$ cat config.mk
export PLATFORM = sky130hd
export DESIGN_NAME = radix_digit_formatter
export DESIGN_NICKNAME = d
export VERILOG_FILES = /design/src/rtl/rdf_pkg.sv /design/src/rtl/radix_digit_formatter.sv
export SDC_FILE = /design/constraint.sdc
export NUM_CORES = 1
export LEC_CHECK = 0
export ABC_AREA = 0
export BUFFER_PORTS_ARGS = -buffer_cell sky130_fd_sc_hd__buf_2
export CAP_MARGIN = 0
export CORE_MARGIN = 1.5
export CORE_UTILIZATION = 55
export CTS_CLUSTER_SIZE = 24
export DETAILED_ROUTE_END_ITERATION = 6
export GPL_TIMING_DRIVEN = 1
export PLACE_DENSITY_LB_ADDON = 0.08
export SYNTH_ARGS = -nofsm -noshare
export SYNTH_HDL_FRONTEND = slang
export SYNTH_SLANG_ARGS = --single-unit
$ cat constraint.sdc
create_clock -name clock -period 17.65 [get_ports clock]
set_clock_uncertainty 0.1 [all_clocks]
set_input_delay 3.53 -clock clock [delete_from_list [all_inputs] [get_ports clock]]
set_output_delay 3.53 -clock clock [all_outputs]
set_load 0.02 [all_outputs]
$ cat src/rtl/rdf_pkg.sv
// Shared types and constants for the radix digit formatter.
// No dependencies; used by radix_digit_formatter.
package rdf_pkg;

   typedef enum logic [1:0] {
      ST_IDLE,
      ST_DIV,
      ST_EMIT
   } fmt_state_type;

   localparam int unsigned VALUE_W    = 32;
   localparam int unsigned BASE_W     = 5;
   localparam int unsigned CHAR_W     = 7;
   localparam int unsigned DIGIT_W    = 4;
   // quotient bits retired by the divider per cycle
   localparam int unsigned DIV_BITS   = 4;
   localparam int unsigned DIV_STEPS  = VALUE_W / DIV_BITS;
   localparam int unsigned STEP_W     = $clog2(DIV_STEPS);

   localparam logic [BASE_W-1:0] BASE_MIN = BASE_W'(2);
   localparam logic [BASE_W-1:0] BASE_MAX = BASE_W'(16);

   localparam logic [CHAR_W-1:0] CH_SPACE     = CHAR_W'(32);
   localparam logic [CHAR_W-1:0] CH_POINT     = CHAR_W'(46);
   localparam logic [CHAR_W-1:0] CH_ZERO      = CHAR_W'(48);
   localparam logic [CHAR_W-1:0] CH_ALPHA_OFS = CHAR_W'(55);

   function automatic logic [CHAR_W-1:0] digit_to_ascii(input logic [DIGIT_W-1:0] d);
      logic [CHAR_W-1:0] c;
      if (d < DIGIT_W'(10)) begin
         c = CH_ZERO + CHAR_W'(d);
      end else begin
         c = CH_ALPHA_OFS + CHAR_W'(d);
      end
      return c;
   endfunction

endpackage

$ cat src/rtl/radix_digit_formatter.sv
// Radix digit formatter: unsigned Q32.32 value to a fixed ASCII field.
// Depends on rdf_pkg.
//
// Each accepted item yields INT_DIGITS + 1 + FRAC_DIGITS characters (41 by
// default), one per transfer, integer digits right-aligned and space-padded,
// then '.' (or a space when the fraction is zero), then fraction digits and
// trailing spaces. Base is saturated to 2..16. An item first converts its
// integer part, one to INT_DIGITS digits, then emits its characters, which
// wait while the result side does not keep up. The integer digits come
// from one shared restoring divider that retires four quotient bits a
// cycle; fraction digits come from one 32x5 multiply per character.
// req_ready is high only in the idle state, which is entered once the last
// character of an item is loaded into the output register.
// int_overflow is set on every character when the integer needs more than
// INT_DIGITS digits; only the low digits are then shown.
module radix_digit_formatter #(
   parameter int unsigned INT_DIGITS  = 20,
   parameter int unsigned FRAC_DIGITS = 20
) (
   input  logic                          clock,
   input  logic                          reset,
   input  logic                          req_valid,
   output logic                          req_ready,
   input  logic [rdf_pkg::VALUE_W-1:0]   req_value_int,
   input  logic [rdf_pkg::VALUE_W-1:0]   req_value_frac,
   input  logic [rdf_pkg::BASE_W-1:0]    req_base,
   output logic                          rsp_valid,
   input  logic                          rsp_ready,
   output logic [rdf_pkg::CHAR_W-1:0]    rsp_digit_char,
   output logic                          rsp_last_char,
   output logic                          rsp_int_overflow
);

   localparam int unsigned FIELD_LEN = INT_DIGITS + 1 + FRAC_DIGITS;
   localparam int unsigned CNT_W     = $clog2(FIELD_LEN + 1);
   localparam int unsigned IDX_W     = (INT_DIGITS > 1) ? $clog2(INT_DIGITS) : 1;

   rdf_pkg::fmt_state_type state_ff, state_in;

   logic [rdf_pkg::BASE_W-1:0]  base_ff, base_in;
   logic [rdf_pkg::VALUE_W-1:0] work_ff, work_in;
   logic [rdf_pkg::BASE_W-1:0]  rem_ff, rem_in;
   logic [rdf_pkg::STEP_W-1:0]  step_ff, step_in;
   logic [CNT_W-1:0]            ndig_ff, ndig_in;
   logic                        ovf_ff, ovf_in;
   logic [rdf_pkg::VALUE_W-1:0] frac_ff, frac_in;
   logic [CNT_W-1:0]            pos_ff, pos_in;
   logic [rdf_pkg::DIGIT_W-1:0] digit_ff [INT_DIGITS];

   logic                        rsp_valid_ff, rsp_valid_in;
   logic [rdf_pkg::CHAR_W-1:0]  rsp_char_ff, rsp_char_in;
   logic                        rsp_last_ff, rsp_last_in;
   logic                        rsp_ovf_ff, rsp_ovf_in;

   // control
   logic accept, div_en, div_done, int_done, load, pos_last;

   // divider step
   logic [rdf_pkg::VALUE_W-1:0] step_work;
   logic [rdf_pkg::BASE_W-1:0]  step_rem;
   logic [CNT_W-1:0]            wr_slot;
   logic [IDX_W-1:0]            wr_idx;

   // emit
   logic [rdf_pkg::VALUE_W+rdf_pkg::BASE_W-1:0] prod;
   logic [CNT_W:0]                              lead_sum;
   logic [rdf_pkg::BASE_W-1:0]                  base_sat;

   // restoring division, DIV_BITS quotient bits per cycle
   always_comb begin
      logic [rdf_pkg::BASE_W-1:0] t;
      step_work = work_ff;
      step_rem  = rem_ff;
      for (int i = 0; i < int'(rdf_pkg::DIV_BITS); i++) begin
         t = {step_rem[rdf_pkg::BASE_W-2:0], step_work[rdf_pkg::VALUE_W-1]};
         if (t >= base_ff) begin
            step_rem  = t - base_ff;
            step_work = {step_work[rdf_pkg::VALUE_W-2:0], 1'b1};
         end else begin
            step_rem  = t;
            step_work = {step_work[rdf_pkg::VALUE_W-2:0], 1'b0};
         end
      end
   end

   assign div_done = (step_ff == rdf_pkg::STEP_W'(rdf_pkg::DIV_STEPS - 1));
   assign int_done = div_done &&
                     ((step_work == '0) || (ndig_ff + CNT_W'(1) == CNT_W'(INT_DIGITS)));
   assign wr_slot  = CNT_W'(INT_DIGITS - 1) - ndig_ff;
   assign wr_idx   = wr_slot[IDX_W-1:0];
   assign pos_last = (pos_ff == CNT_W'(FIELD_LEN - 1));
   assign prod     = (rdf_pkg::VALUE_W + rdf_pkg::BASE_W)'(frac_ff) *
                     (rdf_pkg::VALUE_W + rdf_pkg::BASE_W)'(base_ff);
   assign lead_sum = (CNT_W + 1)'(pos_ff) + (CNT_W + 1)'(ndig_ff);

   always_comb begin
      if (req_base < rdf_pkg::BASE_MIN) begin
         base_sat = rdf_pkg::BASE_MIN;
      end else if (req_base > rdf_pkg::BASE_MAX) begin
         base_sat = rdf_pkg::BASE_MAX;
      end else begin
         base_sat = req_base;
      end
   end

   // next state
   always_comb begin
      state_in = state_ff;
      unique case (state_ff)
         rdf_pkg::ST_IDLE: begin
            if (req_valid) state_in = rdf_pkg::ST_DIV;
         end
         rdf_pkg::ST_DIV: begin
            if (int_done) state_in = rdf_pkg::ST_EMIT;
         end
         rdf_pkg::ST_EMIT: begin
            if (load && pos_last) state_in = rdf_pkg::ST_IDLE;
         end
         default: state_in = rdf_pkg::ST_IDLE;
      endcase
   end

   // control outputs
   always_comb begin
      req_ready = 1'b0;
      div_en    = 1'b0;
      load      = 1'b0;
      unique case (state_ff)
         rdf_pkg::ST_IDLE: req_ready = 1'b1;
         rdf_pkg::ST_DIV:  div_en    = 1'b1;
         rdf_pkg::ST_EMIT: load      = !rsp_valid_ff || rsp_ready;
         default: ;
      endcase
   end

   assign accept = req_valid && req_ready;

   // datapath next values
   always_comb begin
      base_in      = base_ff;
      work_in      = work_ff;
      rem_in       = rem_ff;
      step_in      = step_ff;
      ndig_in      = ndig_ff;
      ovf_in       = ovf_ff;
      frac_in      = frac_ff;
      pos_in       = pos_ff;
      rsp_char_in  = rsp_char_ff;
      rsp_last_in  = rsp_last_ff;
      rsp_ovf_in   = rsp_ovf_ff;
      rsp_valid_in = rsp_valid_ff && !rsp_ready;

      if (accept) begin
         base_in = base_sat;
         work_in = req_value_int;
         rem_in  = '0;
         step_in = '0;
         ndig_in = '0;
         frac_in = req_value_frac;
      end

      if (div_en) begin
         step_in = step_ff + rdf_pkg::STEP_W'(1);
         work_in = step_work;
         rem_in  = step_rem;
         if (div_done) begin
            // start the next digit on the quotient
            step_in = '0;
            rem_in  = '0;
            ndig_in = ndig_ff + CNT_W'(1);
            ovf_in  = (step_work != '0);
            pos_in  = '0;
         end
      end

      if (load) begin
         rsp_valid_in = 1'b1;
         rsp_last_in  = pos_last;
         rsp_ovf_in   = ovf_ff;
         pos_in       = pos_ff + CNT_W'(1);
         if (pos_ff < CNT_W'(INT_DIGITS)) begin
            if (lead_sum >= (CNT_W + 1)'(INT_DIGITS)) begin
               rsp_char_in = rdf_pkg::digit_to_ascii(digit_ff[pos_ff[IDX_W-1:0]]);
            end else begin
               rsp_char_in = rdf_pkg::CH_SPACE;
            end
         end else if (pos_ff == CNT_W'(INT_DIGITS)) begin
            rsp_char_in = (frac_ff != '0) ? rdf_pkg::CH_POINT : rdf_pkg::CH_SPACE;
         end else if (frac_ff != '0) begin
            rsp_char_in = rdf_pkg::digit_to_ascii(
                             prod[rdf_pkg::VALUE_W +: rdf_pkg::DIGIT_W]);
            frac_in     = prod[rdf_pkg::VALUE_W-1:0];
         end else begin
            rsp_char_in = rdf_pkg::CH_SPACE;
         end
      end
   end

   always_ff @(posedge clock) begin
      if (reset) begin
         state_ff     <= rdf_pkg::ST_IDLE;
         rsp_valid_ff <= 1'b0;
      end else begin
         state_ff     <= state_in;
         rsp_valid_ff <= rsp_valid_in;
      end
   end

   always_ff @(posedge clock) begin
      base_ff     <= base_in;
      work_ff     <= work_in;
      rem_ff      <= rem_in;
      step_ff     <= step_in;
      ndig_ff     <= ndig_in;
      ovf_ff      <= ovf_in;
      frac_ff     <= frac_in;
      pos_ff      <= pos_in;
      rsp_char_ff <= rsp_char_in;
      rsp_last_ff <= rsp_last_in;
      rsp_ovf_ff  <= rsp_ovf_in;
   end

   // integer digits, least significant first into the rightmost free slot
   always_ff @(posedge clock) begin
      if (div_en && div_done) begin
         digit_ff[wr_idx] <= step_rem[rdf_pkg::DIGIT_W-1:0];
      end
   end

   assign rsp_valid        = rsp_valid_ff;
   assign rsp_digit_char   = rsp_char_ff;
   assign rsp_last_char    = rsp_last_ff;
   assign rsp_int_overflow = rsp_ovf_ff;

   a_accept_starts_div: assert property (@(posedge clock) disable iff (reset)
      accept |=> (state_ff == rdf_pkg::ST_DIV) && (ndig_ff == '0) && (step_ff == '0))
      else $error("accepted item did not start integer conversion");

   a_div_digit_bound: assert property (@(posedge clock) disable iff (reset)
      (state_ff == rdf_pkg::ST_DIV) |-> (ndig_ff < CNT_W'(INT_DIGITS)))
      else $error("integer digit count ran past the field");

   a_emit_has_digit: assert property (@(posedge clock) disable iff (reset)
      (state_ff == rdf_pkg::ST_EMIT) |-> (ndig_ff != '0))
      else $error("emitting with no integer digit");

   a_ovf_full_field: assert property (@(posedge clock) disable iff (reset)
      ((state_ff == rdf_pkg::ST_EMIT) && ovf_ff) |-> (ndig_ff == CNT_W'(INT_DIGITS)))
      else $error("overflow flagged before all integer slots were filled");

endmodule

==> results of run 1 <==
-- cells in the final DEF, fill, tap and decap left out, types with 9 or more instances in the layout --
cell type | netlist | routed
nor4_1 | 17 | 17
mux4_1 | 16 | 16
ha_1 | 82 | 82
edfxtp_1 | 140 | 140
nor2b_1 | 10 | 9
and2_1 | 76 | 75
nand2b_1 | 13 | 13
nor2_1 | 91 | 91
xnor2_1 | 24 | 24
buf_2 | 4 | 83
fa_1 | 94 | 94
a21o_1 | 41 | 41
buf_4 | 2 | 12
mux2i_1 | 24 | 24
mux2_2 | 46 | 46
nand3_1 | 19 | 19
dfxtp_1 | 46 | 46
xor2_1 | 20 | 20
inv_1 | 110 | 110
nand2_1 | 140 | 139
o21ai_0 | 35 | 34
clkbuf_16 | 0 | 17
nor3_1 | 12 | 12
a21oi_1 | 70 | 70
-- metal layers --
layer	vias to the layer above	track usage	wire length, µm
met5	-	0	0
met4	0	0.0767	710
met3	45	0.0355	1310
met2	236	0.422	15200
met1	4719	0.326	14000
li1	4662	-	-
-- sequential cells by signal, summed over array words and instances (netlist names), named ones only --
| signal | cells |
|---|---|
| state_ff | 2 |
| rsp_valid | 1 |
| frac_ff | 32 |
| rsp_last_char | 1 |
| rem_ff | 4 |
| work_ff | 32 |
| base_ff | 5 |
| rsp_int_overflow | 1 |
| digit_ff | 80 |
| pos_ff | 6 |
| rsp_digit_char | 7 |
| ovf_ff | 1 |
| step_ff | 3 |
| ndig_ff | 6 |
-- power groups by stage --
stage / Clock [mW] / Sequential (mW) / Combinational (mW)
floorplan: 0 / 0.810 / 1.03
global placement: 0 / 0.823 / 1.36
detailed placement: 0 / 0.823 / 1.39
CTS: 0.389 / 0.814 / 1.41
global route: 0.404 / 0.819 / 1.60
finish: 0.385 / 0.814 / 1.41
-- worst max-delay path by stage --
stage                                   from                       to  slack [ps]  cells after the start
floorplan           base_ff[1]$_SDFFCE_PP1P_  rem_ff[3]$_SDFFCE_PP0P_       10430                     33
global placement    base_ff[1]$_SDFFCE_PP1P_  rem_ff[0]$_SDFFCE_PP0P_        9780                     32
detailed placement  base_ff[1]$_SDFFCE_PP1P_  rem_ff[0]$_SDFFCE_PP0P_        9580                     32
CTS                 base_ff[1]$_SDFFCE_PP1P_  rem_ff[0]$_SDFFCE_PP0P_        9600                     32
global route        base_ff[1]$_SDFFCE_PP1P_  rem_ff[0]$_SDFFCE_PP0P_        8950                     32
finish              base_ff[1]$_SDFFCE_PP1P_  rem_ff[0]$_SDFFCE_PP0P_        9680                     32
-- synthesized netlist by cell type, types with 3 or more instances --
master,n,area (µm²)
a21o_1,41,308
o21ai_0,35,175
xor2_1,20,175
edfxtp_1,140,4200
nand2b_1,13,81.3
a31oi_1,4,25.0
mux2_2,46,518
o31ai_1,4,30.0
nor2_1,91,342
and2_1,76,475
ha_1,82,1030
o221ai_1,3,26.3
inv_1,110,413
nand4_1,8,50.1
nor4_1,17,106
dfxtp_1,46,921
xnor2_1,24,210
nand3_1,19,95.1
o211ai_1,8,60.1
a211oi_2,4,50.1
o21ai_1,6,30.0
buf_2,4,20.0
a211oi_1,7,52.6
nor3_1,12,60.1
mux4_2,8,180
nor2b_1,10,62.6
fa_1,94,1880
nand2_1,140,526
nor3b_1,3,22.5
mux2i_1,24,240
a21oi_1,70,350
buf_1,4,15.0
nand3b_1,3,22.5
and3_1,3,18.8
o22ai_1,5,31.3
mux4_1,16,420
o21a_1,6,45.0
clkbuf_1,34,128
mux2i_4,3,67.6
-- area by class of cell --
cell class	instances	area, µm²
Multi-Input combinational cell	945	8130
Sequential cell	186	5120
Clock inverter	13	136
Inverter	111	417
Tap cell	324	405
Clock buffer	19	443
Fill cell	2040	9370
Timing Repair Buffer	95	505
-- logic make-up after synthesis --
family | synth area share
buf+inv | 0.0451
mux | 0.103
simple gates | 0.141
flops | 0.369
compound gates | 0.103
xor+xnor | 0.0290
fa+ha+maj | 0.210
-- worst register-to-register path, delay by kind of cell (launching register included) --
kind	cells	cell delay [ps]
flops	1	320
simple gates	5	690
compound gates	18	4440
mux	1	320
fa+ha+maj	4	1250
buf+inv	4	740
==> results.md, run 1 <==
* Status: finished clean
* MaxCap Viol Count at 0
* Remaining DRCs at 0
* Pwr Density at 172 mW/mm²
* Max VDD drop at around 0.2 mV
* Clock Latency Late Sink at 450 ps
* Final Cycle Share at 0.452
* Drt via density at around 5.7
* Measured slew at the worst slew-check pin at approximately 1200 ps
* CTS Buf Count at 17
* Hold buffer count at cts at 0
* Placement Rows at 57
* Final setup TNS at 0 ps
* Internal power at 1.50 mW
* Area grow syn2layout at 9.32%
* Slack of the critical path at slightly below 10000 ps
* WHS at 404 ps
* Worst Hold Path Cells at 0
* Post-route antenna net violation count at 0
* Post-synth ARST share at 0
* Total power at 2.61 mW
* CTS Buffer Depth at 2
* Sequential Power Share at 0.312
* CP Buf/Inv Count at 4
* CTS sink count at around 190
* Worst rel slew slack at 0.172
* Final Instance Area at 0.0152 mm²
* H-tree lvl count at 4
* CP Max Fanout at 35
* Post-Route WL at 31200 µm
* Reg2reg setup slack at 9680 ps
* Die Span X at 162 µm
* Period minus WS final at 7970 ps
* DR iter-0 viols at 522
* Initial antenna violation count at 0
* Final core occ at 0.618
* Comb power frac at 0.540
* Seq/Total Area, Yosys at 0.369
* CP Launch Type: flip-flop
* CP required at 17870 ps
* Number of synthesized register bits at 186
* GRT Util Overall at 0.247
* Layout Nets at between 1500 and 2000
* Most used cell, CP: a21o_1
* DPL Wire Length at ~23000 µm
* Dpl ws at 9580 ps
* Placed Instances at 1661
* Pre-Repair DR Iteration Count at 6
* Core area at roughly 0.025 mm²
* First-pass GRT wire length at 50100 µm
* Post-synthesis average cell area at approximately 11 µm²
* CP Class: reg2reg
* Global placement routability congestion at 0.891
* Post-CTS Setup Bufs at 0
* Switch share at 0.426
* Synth Warn # at 0
* Final hold vios at 0
* Starting Density at 0.565
* Synth Net Count at 1537
* Clock Power Share at 0.148
* CTS tree: yes
* RSZ-0062 raised after global routing: false
* Final setup viols at 0
* WP data arrival at 8190 ps
* R2R depth at 32
* Max frequency at 0.125 GHz
* Most used DFF post-synth: edfxtp_1
* Avg WL per Cell at 18.5 µm
* Leak at 6.57 nW
* Cells after Synth at approximately 1300
* Cts repair resizes at 0
* Critical R2R Capture: rem_ff[0]$_SDFFCE_PP0P_
* Pin count of the biggest net entering global routing at 64
* Fraction of layout cells with a size suffix above 1 at 0.148
* Psw at around 1.1 mW
* Max Slew Vio Count at 0
* DR vias at between 9000 and 10000
* GR Overflow Total at 0
* Yosys cell types at 73
* Vias in the first global route at 9761
* IO buf count at 83
* Critical Path Slowest Stage Cell: o21ai_1
* N_diodes at 0
* Crit-path max cell delay at 670 ps
* Netlist Area Pre-Place at 0.0139 mm²
* Die area at 0.0262 mm²
* Reg clk slew, reported paths at 80 ps
* FF-to-FF Start: base_ff[1]$_SDFFCE_PP1P_
* Number of synthesized flops with an enable pin at 140
* # IOs at 84
* Crit path max-delay family: compound AO/OA/AOI/OAI gates
* Worst Hold Launch: ovf_ff$_DFFE_PP_
* Post-placement cell area at roughly 0.015 mm²
* Die H at around 160 µm
* CP endpoint kind: flip-flop
* CTS root buffer: clkbuf_16
* Fin cells at between 1500 and 2000
* Worst hold path class: reg2reg
* Worst Hold End: rsp_int_overflow$_DFFE_PP_
Power figures use the tool's default switching activity.
==> run 2, diff against run 1 <==
==> constraint.sdc (replaced) <==
create_clock -name clock -period 8 [get_ports clock]
set_clock_uncertainty 0.1 [all_clocks]
set_input_delay 1.6 -clock clock [delete_from_list [all_inputs] [get_ports clock]]
set_output_delay 1.6 -clock clock [all_outputs]
set_load 0.02 [all_outputs]
==> run 2 against run 1 <==
Via count increased by 1.4%. Final area increased by 0.45%. Wire length increased by 2.7%. Critical path type unchanged. Clock-buffer cell count decreased by 2. Highest routed layer unchanged.
==> results.md, run 2 (synthesis results as in run 1) <==
* Regs by FF count: digit_ff: 80 flops, frac_ff: 32 flops, work_ff: 32 flops
* Max VDD drop at 0.433 mV
* Top reg by flops: digit_ff
* Post-CTS Setup Bufs at 0
* CP required at 8100 ps
* Leak at 6.61 nW
* Status: finished clean
* Clock Power Share at 0.159
* Drt via density at 5.78
* Met2 Usage GRT at 0.437
* Pin count of the biggest net entering global routing at 64
* MaxCap Viol Count at 0
* Vias in the first global route at between 9000 and 10000
* Crit-path max cell delay at 500 ps
* Avg WL per Cell at approximately 19 µm
* IO buf count at 83
* Cts repair resizes at 0
* Critical Path Slowest Stage Cell: mux2_2
* Internal power at 3.36 mW
* Worst rel slew slack at 0.367
* Switch share at 0.430
* Total power at 5.89 mW
* Final Cycle Share at 0.914
* Period minus WS final at 7310 ps
* CTS Buf Count at 17
* Max Slew Vio Count at 0
* Area grow syn2layout at 9.81%
* Reg2reg setup slack at 690 ps
* Busiest grt layer: met2
* CP endpoint kind: flip-flop
* Starting Density at 0.565
* CTS tree: yes
* DPL Wire Length at between 20000 and 25000 µm
* Max frequency at 0.137 GHz
* Max reg flops at 80
* Pwr Density at 387 mW/mm²
* Global placement routability congestion at 0.838
* Comb power frac at 0.538
* Final hold vios at 0
* Hold buffer count at cts at 0
* Clock Latency Late Sink at 450 ps
* Remaining DRCs at 0
* Psw at 2.53 mW
* CP Launch Type: flip-flop
* Layout Nets at about 1600
* DR vias at 9795
* First-pass GRT wire length at 52600 µm
* Global-route track usage on met3 at 0.0363
* Placement Rows at 57
* Sequential Power Share at 0.304
* # IOs at 84
* Post-Route WL at 32100 µm
* Post-placement cell area at 0.0146 mm²
* H-tree lvl count at 4
* Most frequent cells in the layout: edfxtp_1, nand2_1, inv_1
* Core area at ~0.025 mm²
* CTS root buffer: clkbuf_16
* GRT Util Overall at 0.259
* Commonest non-fill, non-tap cell in the layout: edfxtp_1
* Die Span X at 162 µm
* Initial antenna violation count at 1
* Worst hold path class: reg2reg
* Fraction of layout cells with a size suffix above 1 at 0.150
* N_diodes at 0
* CTS Buffer Depth at 2
* GR Overflow Total at 0
* Die H at 162 µm
* RSZ-0062 raised after global routing: false
* CP Max Fanout at 21
* CTS sink count at about 190
* Post-route antenna net violation count at 0
* CP Class: reg2reg
* Most used cell, CP: a21o_1
* Die area at 0.0262 mm²
* Final setup viols at 0
* WP data arrival at ~7400 ps
* Pre-Repair DR Iteration Count at 5
* Final Instance Area at roughly 0.015 mm²
* Met1 Usage GRT at 0.354
* DR iter-0 viols at 743
* Filler cells at 2067
* Reg clk slew, reported paths at 90 ps
* Final setup TNS at 0 ps
* Measured slew at the worst slew-check pin at 948 ps
==> run 2: cell types whose count changed in the layout (fill, tap and decap cells not counted), sizes merged <==
cell | before | now
buf | 95 | 96
clkbuf | 19 | 17
clkinv | 4 | 5
clkinvlp | 3 | 0
inv | 117 | 121
==> run 2: layout make-up <==
class / instances / area, µm² / area share
multi-input combinational: 945 / 8130 / 0.534
inverter: 111 / 417 / 0.0274
clock buffer: 17 / 425 / 0.0279
tap: 324 / 405 / 0.0266
timing repair buffer: 96 / 513 / 0.0337
clock inverter: 15 / 215 / 0.0141
sequential: 186 / 5120 / 0.336
==> run 2: metal layers <==
| metal | vias to the layer above | routed length, µm | share of wire |
|---|---|---|---|
| met3 | 37 | 1240 | 0.039 |
| met1 | 4851 | 14700 | 0.46 |
| li1 | 4679 | - | - |
| met4 | 0 | 480 | 0.015 |
| met2 | 228 | 15700 | 0.49 |
| met5 | - | 0 | 0 |
==> run 2: per-stage QoR <==
step	instances	setup slack (ps)	util	hold slack [ps]
global placement	1662	1040	0.595	418
finish	1694	686	0.621	439
detailed placement	1662	857	0.595	425
floorplan	1288	782	-	300
global route	1694	239	0.621	463
CTS	1694	654	0.621	439
==> run 2: power groups by stage <==
stage          Combinational [mW]  Sequential (mW)  Clock, mW
3_5_place_dp                 3.10             1.81          0
3_3_place_gp                 3.02             1.81          0
4_1_cts                      3.17             1.79      0.942
2_1_floorplan                2.27             1.79          0
5_1_grt                      3.56             1.80      0.978
6_report                     3.17             1.79      0.934
==> run 2: final timing paths <==
check / startpoint / to / depth (start not counted)
setup / recovery: base_ff[1]$_SDFFCE_PP1P_ / rem_ff[1]$_SDFFCE_PP0P_ / 31
hold / removal: state_ff[1]$_SDFFE_PP0P_ / state_ff[0]$_SDFFE_PP0P_ / 1
setup reg to reg: base_ff[1]$_SDFFCE_PP1P_ / rem_ff[1]$_SDFFCE_PP0P_ / 31
hold reg to reg: state_ff[1]$_SDFFE_PP0P_ / state_ff[0]$_SDFFE_PP0P_ / 1
==> run 2: critical path, delay by kind of cell (launching register included) <==
| kind | cells | cell delay (ps) |
|---|---|---|
| simple gates | 4 | 550 |
| compound gates | 17 | 3430 |
| mux | 2 | 810 |
| fa+ha+maj | 4 | 1210 |
| flops | 1 | 390 |
| buf+inv | 4 | 600 |
==> run 3, diff against run 2 <==
--- a/config.mk
+++ b/config.mk
@@ -8,6 +8,7 @@
 export ABC_AREA = 0
 export BUFFER_PORTS_ARGS = -buffer_cell sky130_fd_sc_hd__buf_2
 export CAP_MARGIN = 0
+export CORE_ASPECT_RATIO = 0.9
 export CORE_MARGIN = 1.5
 export CORE_UTILIZATION = 55
 export CTS_CLUSTER_SIZE = 24
==> run 3 against run 2 <==
Worst setup slack improved by 90 ps. Core utilization fell by 0.19 points. Global-route usage fell by 1.1 points. Flip-flop and latch count did not move. Largest power group unchanged. Critical endpoint unchanged. Die area barely moved. Critical path type unchanged.
==> results.md, run 3 (synthesis results as in run 1) <==
* RSZ-0062 raised after global routing: false
* CTS tree: yes
* Clock Latency Late Sink at 450 ps
* Sequential Power Share at 0.312
* Post-route antenna net violation count at 0
* Initial antenna violation count at 0
* Regs by FF count: digit_ff: 80 flops, frac_ff: 32 flops, work_ff: 32 flops
* Crit path launch: base_ff[1]$_SDFFCE_PP1P_
* Worst Hold Launch: ovf_ff$_DFFE_PP_
* IO buf count at 83
* Starting Density at 0.566
* Most frequent cells in the layout: edfxtp_1, nand2_1, inv_1
* Hold buffer count at cts at 0
* Final Cycle Share at 0.903
* Placement Rows at 54
* Die H at 154 µm
* Internal power at 3.34 mW
* Measured slew at the worst slew-check pin at 939 ps
* Final setup TNS at 0 ps
* Critical Path Stages at 31
* DPL Wire Length at 23000 µm
* Critical Path Slowest Stage Cell: mux2_2
* Comb power frac at 0.539
* Fraction of layout cells with a size suffix above 1 at 0.148
* Remaining DRCs at 0
* R2R depth at 31
* Leak at ~6.6 nW
* Switch share at 0.418
* Commonest non-fill, non-tap cell in the layout: edfxtp_1
* Crit path max-delay family: compound AO/OA/AOI/OAI gates
* Busiest grt layer: met2
* Drt via density at approximately 5.7
* Max Slew Vio Count at 0
* Post-Route WL at 30700 µm
* Worst rel slew slack at 0.374
* CTS Buffer Depth at 2
* Cts repair resizes at 0
* Worst hold path class: reg2reg
* H-tree lvl count at 4
* Global placement routability congestion at 0.861
* DR vias at 9755
* Status: finished clean
* Period minus WS final at 7220 ps
* CP Launch Type: flip-flop
* GR Overflow Total at 0
* Psw at ~2.4 mW
* Area grow syn2layout at 9.45%
* CP Buf/Inv Count at 4
* Pin count of the biggest net entering global routing at 64
* Global-route track usage on met3 at 0.0430
* Final setup viols at 0
* Final core occ at 0.619
* Max frequency at 0.138 GHz
* CTS root buffer: clkbuf_16
* Avg WL per Cell at 18.0 µm
* Pwr Density at between 300 and 400 mW/mm²
* Reg clk slew, reported paths at about 70 ps
* Die area at 0.0262 mm²
* CTS sink count at 186
* MaxCap Viol Count at 0
* Vias in the first global route at 9462
* Worst Hold Path Cells at 0
* Top reg by flops: digit_ff
* Crit-path max cell delay at 510 ps
* CP required at just over 8000 ps
* Core area at 0.0245 mm²
* FF-to-FF Start: base_ff[1]$_SDFFCE_PP1P_
* CP Max Fanout at 21
* Pre-Repair DR Iteration Count at 5
* Most used cell, CP: a21o_1
* CP endpoint kind: flip-flop
* GRT Util Overall at 0.248
* Clock Power Share at 0.149
* WP data arrival at 7320 ps
* Max reg flops at 80
* N_diodes at 0
* Die Span X at roughly 170 µm
* Met2 Usage GRT at 0.391
* Final hold vios at 0
* Met1 Usage GRT at 0.360
* DR iter-0 viols at 569
* Post-CTS Setup Bufs at 0
* Layout Nets at 1605
* CTS Buf Count at 17
* Max VDD drop at 0.460 mV
* CP Class: reg2reg
* # IOs at 84
* First-pass GRT wire length at 49800 µm
-- run 3: changes by cell type in the layout (fill, tap and decap cells not counted) --
cell,delta
inv_16,-1
clkinv_8,-3
inv_8,+1
clkinvlp_4,+3
bufinv_16,+1
o21ai_1,-1
clkbuf_1,+1
inv_12,-4
buf_4,-1
clkinv_2,+1
o21ai_2,+1
-- run 3: layout make-up --
cell class / instances / area, µm²
Fill cell: 2066 / 9340
Multi-Input combinational cell: 945 / 8140
Sequential cell: 186 / 5120
Timing Repair Buffer: 95 / 505
Clock buffer: 18 / 429
Tap cell: 336 / 420
Inverter: 111 / 417
Clock inverter: 13 / 150
-- run 3: routing by layer --
| layer | vias up | part of all wire |
|---|---|---|
| met2 | 268 | 0.46 |
| met4 | 0 | 0.013 |
| met3 | 25 | 0.047 |
| li1 | 4663 | - |
| met1 | 4799 | 0.48 |
| met5 | - | 0 |
-- run 3: metrics by stage --
step / instance area, µm² / power, mW / setup WS [ps] / hold slack [ps] / std cells
after floorplan: 13900 / 4.06 / 782 / 300 / 1288
after global placement: 14600 / 4.81 / 817 / 391 / 1673
after detailed placement: 14600 / 4.89 / 604 / 389 / 1673
after CTS: 15200 / 5.76 / 563 / 404 / 1704
after global routing: 15200 / 6.21 / 218 / 387 / 1704
final: 15200 / 5.74 / 777 / 380 / 1704
-- run 3: final timing paths --
path                                endpoint  slack, ps
hold / removal    rsp_int_overflow$_DFFE_PP_        380
setup reg to reg     rem_ff[1]$_SDFFCE_PP0P_        780
setup / recovery     rem_ff[1]$_SDFFCE_PP0P_        780
hold reg to reg   rsp_int_overflow$_DFFE_PP_        380
-- run 3: power by group through the flow --
stage | registers, mW | logic [mW] | clock network [mW]
floorplan | 1.79 | 2.27 | 0
global placement | 1.82 | 2.99 | 0
detailed placement | 1.82 | 3.08 | 0
CTS | 1.80 | 3.09 | 0.869
global route | 1.81 | 3.50 | 0.907
finish | 1.79 | 3.10 | 0.855
